--- config.mk ---
export PLATFORM = sky130hd
export DESIGN_NAME = four_way_plru_cache_tag_store
export DESIGN_NICKNAME = d
export VERILOG_FILES = /design/src/fwpc_pkg.sv /design/src/four_way_plru_cache_tag_store.sv
export SDC_FILE = /design/constraint.sdc
export NUM_CORES = 2
export LEC_CHECK = 0
export BUFFER_PORTS_ARGS = -buffer_cell sky130_fd_sc_hd__buf_4
export CORE_MARGIN = 8
export CORE_UTILIZATION = 62
export DETAILED_ROUTE_END_ITERATION = 10
export PLACE_DENSITY = 0.89
export SYNTH_ARGS = -nofsm -noshare
export SYNTH_HDL_FRONTEND = slang
export SYNTH_SLANG_ARGS = --single-unit
export TNS_END_PERCENT = 50
--- constraint.sdc ---
create_clock -name clk_i -period 7.65 [get_ports clk_i]
set_clock_uncertainty 0.15 [all_clocks]
set_input_delay 1.53 -clock clk_i [delete_from_list [all_inputs] [get_ports clk_i]]
set_output_delay 1.53 -clock clk_i [all_outputs]
set_load 0.02 [all_outputs]
--- src/fwpc_pkg.sv ---
package fwpc_pkg;

  // cache geometry
  localparam int unsigned SETS       = 16;
  localparam int unsigned LINE_BYTES = 8;
  localparam int unsigned ADDR_BITS  = 16;
  localparam int unsigned WAYS       = 4;

  localparam int unsigned OFF_BITS  = $clog2(LINE_BYTES);
  localparam int unsigned SET_BITS  = $clog2(SETS);
  localparam int unsigned TAG_BITS  = ADDR_BITS - OFF_BITS - SET_BITS;
  localparam int unsigned WAY_BITS  = 2;
  localparam int unsigned PLRU_BITS = 3;
  localparam int unsigned CNT_BITS  = 32;

  // result payload: hit, way, write_back and five counters, padded to bytes
  localparam int unsigned RES_BITS     = 1 + WAY_BITS + 1 + 5 * CNT_BITS;
  localparam int unsigned RES_BYTES    = (RES_BITS + 7) / 8;
  localparam int unsigned OUT_DATA_W   = RES_BYTES * 8;
  localparam int unsigned IN_DATA_W    = ((ADDR_BITS + 7) / 8) * 8;

  // one way of a set
  typedef struct packed {
    logic                valid;
    logic                dirty;
    logic [TAG_BITS-1:0] tag;
  } line_t;

  // one memory row: all ways of a set plus the tree state
  typedef struct packed {
    line_t [WAYS-1:0]     line;
    logic [PLRU_BITS-1:0] plru;
  } row_t;

  typedef enum logic {
    ST_IDLE,
    ST_LOOKUP
  } state_e;

  // way to evict for each tree state
  localparam logic [WAY_BITS-1:0] VICTIM_OF_STATE [8] = '{
    2'd0, 2'd0, 2'd1, 2'd1, 2'd2, 2'd3, 2'd2, 2'd3
  };

  // next tree state, indexed by {state, accessed way}
  localparam logic [PLRU_BITS-1:0] PLRU_NEXT [32] = '{
    3'd6, 3'd4, 3'd1, 3'd0,
    3'd7, 3'd5, 3'd1, 3'd0,
    3'd6, 3'd4, 3'd3, 3'd2,
    3'd7, 3'd5, 3'd3, 3'd2,
    3'd6, 3'd4, 3'd1, 3'd0,
    3'd7, 3'd5, 3'd1, 3'd0,
    3'd6, 3'd4, 3'd3, 3'd2,
    3'd7, 3'd5, 3'd3, 3'd2
  };

endpackage

--- src/four_way_plru_cache_tag_store.sv ---
// channel   | dir | handshake                    | payload
// ----------+-----+------------------------------+-------------------------------------------
// s_axis    | in  | s_axis_tvalid / s_axis_tready | tdata: address; tuser: cmd
// m_axis    | out | m_axis_tvalid / m_axis_tready | tdata: hit, way, write_back, 5 counters
//
// each access first reads the set's row from the tag memory (synchronous read),
// then updates and writes it back once the output register is free, so one access
// is in flight at a time and the next is taken once the write-back is done.
// a result waits in the output register while the next access is read.
// reset clears the per-set row valid bits at once; a row not yet written reads
// as all zero, so no clearing pass is needed. the counters reset to zero.
module four_way_plru_cache_tag_store
  import fwpc_pkg::*;
(
  input  logic                  clk_i,
  input  logic                  rst_ni,
  input  logic                  s_axis_tvalid,
  output logic                  s_axis_tready,
  input  logic [IN_DATA_W-1:0]  s_axis_tdata,  // [15:0] address
  input  logic                  s_axis_tuser,  // [0] cmd
  output logic                  m_axis_tvalid,
  input  logic                  m_axis_tready,
  output logic [OUT_DATA_W-1:0] m_axis_tdata   // hit, way[2], write_back, read_count,
                                               // write_count, hit_count, miss_count,
                                               // write_back_count, zero pad
);

  state_e state_q, state_d;

  logic [ADDR_BITS-1:0] addr_q;
  logic                 cmd_q;
  logic [SET_BITS-1:0]  set_q;
  logic [SET_BITS-1:0]  rd_addr;
  logic [SETS-1:0]      row_vld_q;

  row_t tag_mem [SETS];
  row_t rd_data_q;
  row_t row_cur;
  row_t row_new;

  logic [CNT_BITS-1:0] reads_q, writes_q, hits_q, misses_q, evicts_q;
  logic [CNT_BITS-1:0] reads_d, writes_d, hits_d, misses_d, evicts_d;

  logic                  out_valid_q;
  logic [RES_BITS-1:0]   out_data_q;
  logic [RES_BITS-1:0]   res_data;

  logic                  in_acc;
  logic                  out_free;
  logic                  done;
  logic                  hit;
  logic                  wb;
  logic [WAY_BITS-1:0]   way;
  logic [TAG_BITS-1:0]   tag;

  assign in_acc   = s_axis_tvalid && s_axis_tready;
  assign out_free = !out_valid_q || m_axis_tready;
  assign done     = (state_q == ST_LOOKUP) && out_free;

  // state machine
  always_ff @(posedge clk_i or negedge rst_ni) begin
    if (!rst_ni) begin
      state_q <= ST_IDLE;
    end else begin
      state_q <= state_d;
    end
  end

  always_comb begin
    state_d       = state_q;
    s_axis_tready = 1'b0;
    case (state_q)
      ST_IDLE: begin
        s_axis_tready = 1'b1;
        if (s_axis_tvalid) state_d = ST_LOOKUP;
      end
      ST_LOOKUP: begin
        if (out_free) state_d = ST_IDLE;
      end
      default: state_d = ST_IDLE;
    endcase
  end

  // capture the transaction
  always_ff @(posedge clk_i) begin
    if (in_acc) begin
      addr_q <= s_axis_tdata[ADDR_BITS-1:0];
      cmd_q  <= s_axis_tuser;
      set_q  <= s_axis_tdata[OFF_BITS +: SET_BITS];
    end
  end

  // tag memory, synchronous read, written back at the end of a lookup
  assign rd_addr = in_acc ? s_axis_tdata[OFF_BITS +: SET_BITS] : set_q;

  always_ff @(posedge clk_i) begin
    rd_data_q <= tag_mem[rd_addr];
    if (done) tag_mem[set_q] <= row_new;
  end

  always_ff @(posedge clk_i or negedge rst_ni) begin
    if (!rst_ni) begin
      row_vld_q <= '0;
    end else if (done) begin
      row_vld_q[set_q] <= 1'b1;
    end
  end

  assign row_cur = row_vld_q[set_q] ? rd_data_q : '0;
  assign tag     = addr_q[ADDR_BITS-1 -: TAG_BITS];

  // hit search, victim choice and row update
  always_comb begin
    logic                found;
    logic                have_inv;
    logic [WAY_BITS-1:0] hit_way;
    logic [WAY_BITS-1:0] inv_way;
    found    = 1'b0;
    have_inv = 1'b0;
    hit_way  = '0;
    inv_way  = '0;
    // descending so the lowest matching way wins
    for (int w = WAYS - 1; w >= 0; w--) begin
      if (row_cur.line[w].valid && row_cur.line[w].tag == tag) begin
        found   = 1'b1;
        hit_way = WAY_BITS'(w);
      end
      if (!row_cur.line[w].valid) begin
        have_inv = 1'b1;
        inv_way  = WAY_BITS'(w);
      end
    end
    hit = found;
    if (found) begin
      way = hit_way;
    end else if (have_inv) begin
      way = inv_way;
    end else begin
      way = VICTIM_OF_STATE[row_cur.plru];
    end
    wb = !found && row_cur.line[way].valid && row_cur.line[way].dirty;

    row_new = row_cur;
    if (!found) begin
      row_new.line[way].valid = 1'b1;
      row_new.line[way].dirty = 1'b0;
      row_new.line[way].tag   = tag;
    end
    if (cmd_q) row_new.line[way].dirty = 1'b1;
    row_new.plru = PLRU_NEXT[{row_cur.plru, way}];
  end

  // statistics counters
  assign reads_d  = reads_q + CNT_BITS'(!cmd_q);
  assign writes_d = writes_q + CNT_BITS'(cmd_q);
  assign hits_d   = hits_q + CNT_BITS'(hit);
  assign misses_d = misses_q + CNT_BITS'(!hit);
  assign evicts_d = evicts_q + CNT_BITS'(wb);

  always_ff @(posedge clk_i or negedge rst_ni) begin
    if (!rst_ni) begin
      reads_q  <= '0;
      writes_q <= '0;
      hits_q   <= '0;
      misses_q <= '0;
      evicts_q <= '0;
    end else if (done) begin
      reads_q  <= reads_d;
      writes_q <= writes_d;
      hits_q   <= hits_d;
      misses_q <= misses_d;
      evicts_q <= evicts_d;
    end
  end

  // output register
  assign res_data = {evicts_d, misses_d, hits_d, writes_d, reads_d, wb, way, hit};

  always_ff @(posedge clk_i or negedge rst_ni) begin
    if (!rst_ni) begin
      out_valid_q <= 1'b0;
    end else if (done) begin
      out_valid_q <= 1'b1;
    end else if (m_axis_tready) begin
      out_valid_q <= 1'b0;
    end
  end

  always_ff @(posedge clk_i) begin
    if (done) out_data_q <= res_data;
  end

  assign m_axis_tvalid = out_valid_q;
  assign m_axis_tdata  = OUT_DATA_W'(out_data_q);

endmodule

==> results.py <==
metrics = {
    "sta": {
        "finalCritPeriodShare_pct": 89.6,
        "layout_setup_ws_ps": 797,
        "finalSetupViolations": 0,
        "hold_viol": 0,
        "slew_headroom_pct": 2.38,
        "rsz0062_at_grt": "no",
        "fmaxAchievable_ghz": 0.146,
        "worst_pin_slew_ps": 1460,
        "slew_viol_final": 0,
        "tns_ps": 0,
        "period_minus_slack_ps": 6850,
    },
    "clock_tree": {
        "clkLatencyLatePin_ps": 690,
        "hold_buffers": 0,
        "ctsHtreeMaxLevel": 3,
        "clk_pin_slew_ps": 60,
        "cts-buffers-inserted": 107,
        "tritoncts": "built",
        "cts_buffer_depth": 3,
        "clockRootBuffer": "clkbuf_16",
        "post-cts-setup-buffer-count": 0,
        "clkSinkCount": 1155,
        "cts-resized-gates": 0,
    },
    "floorplanning": {
        "placementRows": 101,
        "die_h_microns": 292,
        "num_io_pins": 191,
        "die_x_microns": 292,
        "die_area_sq_um": 85200,
        "core_sq_um": 75700,
        "initial_utilization_pct": 62.4,
    },
    "global_routing": {
        "first_global_vias": 30900,
        "grt_antenna_before_repair": 3,
        "grt_pass1_wl_microns": 173000,
        "grt_max_degree": 189,
        "grt_usage_pct": 25.6,
        "grt_overflow_total": 0,
    },
    "worst_setup_path": {
        "startpoint_type": "flop",
        "worst-setup-path-type": "reg2reg",
        "cp.arrival_ps": 7140,
        "endpoint_kind": "flop",
        "reg2reg_from": "set_q[3]",
        "crit_required_ps": 7940,
        "r2r_slack_ps": 800,
        "crit_start": "set_q[3]",
        "r2r_cells": 19,
        "reg2reg_to": "out_data_q[163]",
        "path_max_fanout": 15,
    },
    "pwr": {
        "powerDensity_nw_per_um2": 432,
        "p_leak_uw": 0.0205,
        "peakVddDrop_mv": 0.455,
    },
    "yosys": {
        "synth-edff-count": 926,
        "async_reset_ff_share_pct": 15.4,
        "syn_inst": 3784,
        "yosysSeqAreaShare_pct": 70.5,
        "syn-cell-area_sq_um": 47200,
        "synth_ff_type": "edfxtp_1",
        "ys_types": 65,
        "ys_warn_count": 0,
        "avgSynthCellArea_sq_um": 12.5,
        "ys_seq_elements": 1155,
    },
    "drt": {
        "antenna_left": 0,
        "drc": 0,
        "drtIter0Drc": 4170,
        "wl_microns": 113000,
        "viasPerCell": 6.32,
        "firstDrtPassIters": 7,
        "routedWlPerCell_microns": 22.8,
        "vias": 31400,
    },
    "cells_and_area": {
        "drive_gt1_share_pct": 11.3,
        "final_common_cell": "nand2_1",
        "fin_nets": 3931,
        "final_cell_mix": "nand2_1, edfxtp_1, nand3_1",
        "syn_to_final_growth_pct": 12.8,
    },
    "hold_path": {
        "hold_end": "row_vld_q[8]",
        "worstHoldStart": "row_vld_q[8]",
        "hold_path.class": "reg2reg",
        "min_path_cells": 1,
    },
    "place": {
        "io_buffers": 183,
        "pre_cts_slack_ps": 1050,
        "gp_congestion": 0.918,
        "place_hpwl_microns": 60800,
    },
    "run": {
        "maxCapViolations": 0,
    },
    "run_status": {
        "status": "finished clean",
    },
}
-- cell families after synthesis --
kind of cell / count (synthesis) / share of synthesized area [%]
and+or+nand+nor: 1779 / 16.5
AOI/OAI and AO/OA: 201 / 3.34
buffers and inverters: 255 / 2.13
other: 1 / 0.00794
muxes: 50 / 1.06
DFF: 1155 / 70.5
adders and majority gates: 10 / 0.265
xor gates and xnor gates: 333 / 6.18
-- layout make-up --
type                            instances  area, sq um
Antenna cell                            1         2.50
Clock buffer                          129         2830
Clock inverter                         74          883
Fill cell                            4446        22400
Inverter                               29          129
Multi-Input combinational cell       2377        13100
Sequential cell                      1155        33300
Tap cell                              978         1220
Timing Repair Buffer                  230         1810
-- synthesized netlist by cell type, types with 49 or more instances --
library cell / n / area share (%)
nand2_1: 971 / 7.7
edfxtp_1: 926 / 59
nand3_1: 447 / 4.7
clkbuf_1: 190 / 1.5
dfrtp_1: 178 / 9.4
xor2_1: 168 / 3.1
xnor2_1: 165 / 3.1
nor2_1: 146 / 1.2
a311oi_1: 94 / 1.7
and3_1: 75 / 0.99
dfxtp_1: 51 / 2.2
mux2i_1: 50 / 1.1
a31oi_1: 49 / 0.65
-- report_power, final --
part / internal (uW) / switching, uW
Clock: 3230 / 2330
Sequential: 9380 / 577
Combinational: 1980 / 5500
Total: 14600 / 8400
-- worst max path at each step --
stage	to	depth (start not counted)
2_1_floorplan	out_data_q[0]	5
3_3_place_gp	out_data_q[163]	19
3_5_place_dp	out_data_q[163]	19
5_1_grt	evicts_q[31]	20
4_1_cts	out_data_q[163]	19
6_report	out_data_q[163]	19
-- registers in the layout (all words and copies together), names as in the netlist --
register / flops
addr_q: 9
cmd_q: 1
evicts_q: 32
hits_q: 32
m_axis_tvalid: 1
misses_q: 32
out_data_q: 164
rd_data_q: 47
reads_q: 32
row_vld_q: 16
set_q: 4
state_q: 1
tag_mem: 752
writes_q: 32
-- metrics by stage --
step	total power (uW)	area, sq um	cells	hold slack [ps]	util, %
2_1_floorplan	14700	47200	3787	289	-
5_1_grt	23800	53300	4972	331	70.4
3_5_place_dp	17200	49600	4769	304	65.5
6_report	23000	53300	4973	321	70.4
3_3_place_gp	16900	49600	4769	298	65.5
4_1_cts	22800	53300	4972	321	70.4
-- worst max-delay path: stages, from the launching register on --
cell and delay, ps:
dfxtp_1 840, mux2i_1 250, a22oi_1 120, nor4bb_1 170, buf_4 210, nor2_1 660, nor2_1 100, and3_1 250
a311o_1 420, or2_2 390, nor3_1 180, buf_4 180, ha_1 210, nand4_1 110, nor3_1 350, and4_1 410
nand4_1 400, nor4_1 760, nand4_1 240, xnor2_1 180
-- layer usage --
metal / up-vias / GRT usage, % / wire length (microns)
li1: 13700 / - / -
met3: 410 / 5.17 / 12600
met1: 15200 / 32.4 / 40700
met2: 2180 / 42.1 / 54800
met5: - / 0 / 41
met4: 6 / 13.2 / 5450
Note: power is estimated with default switching activity, not from simulation.
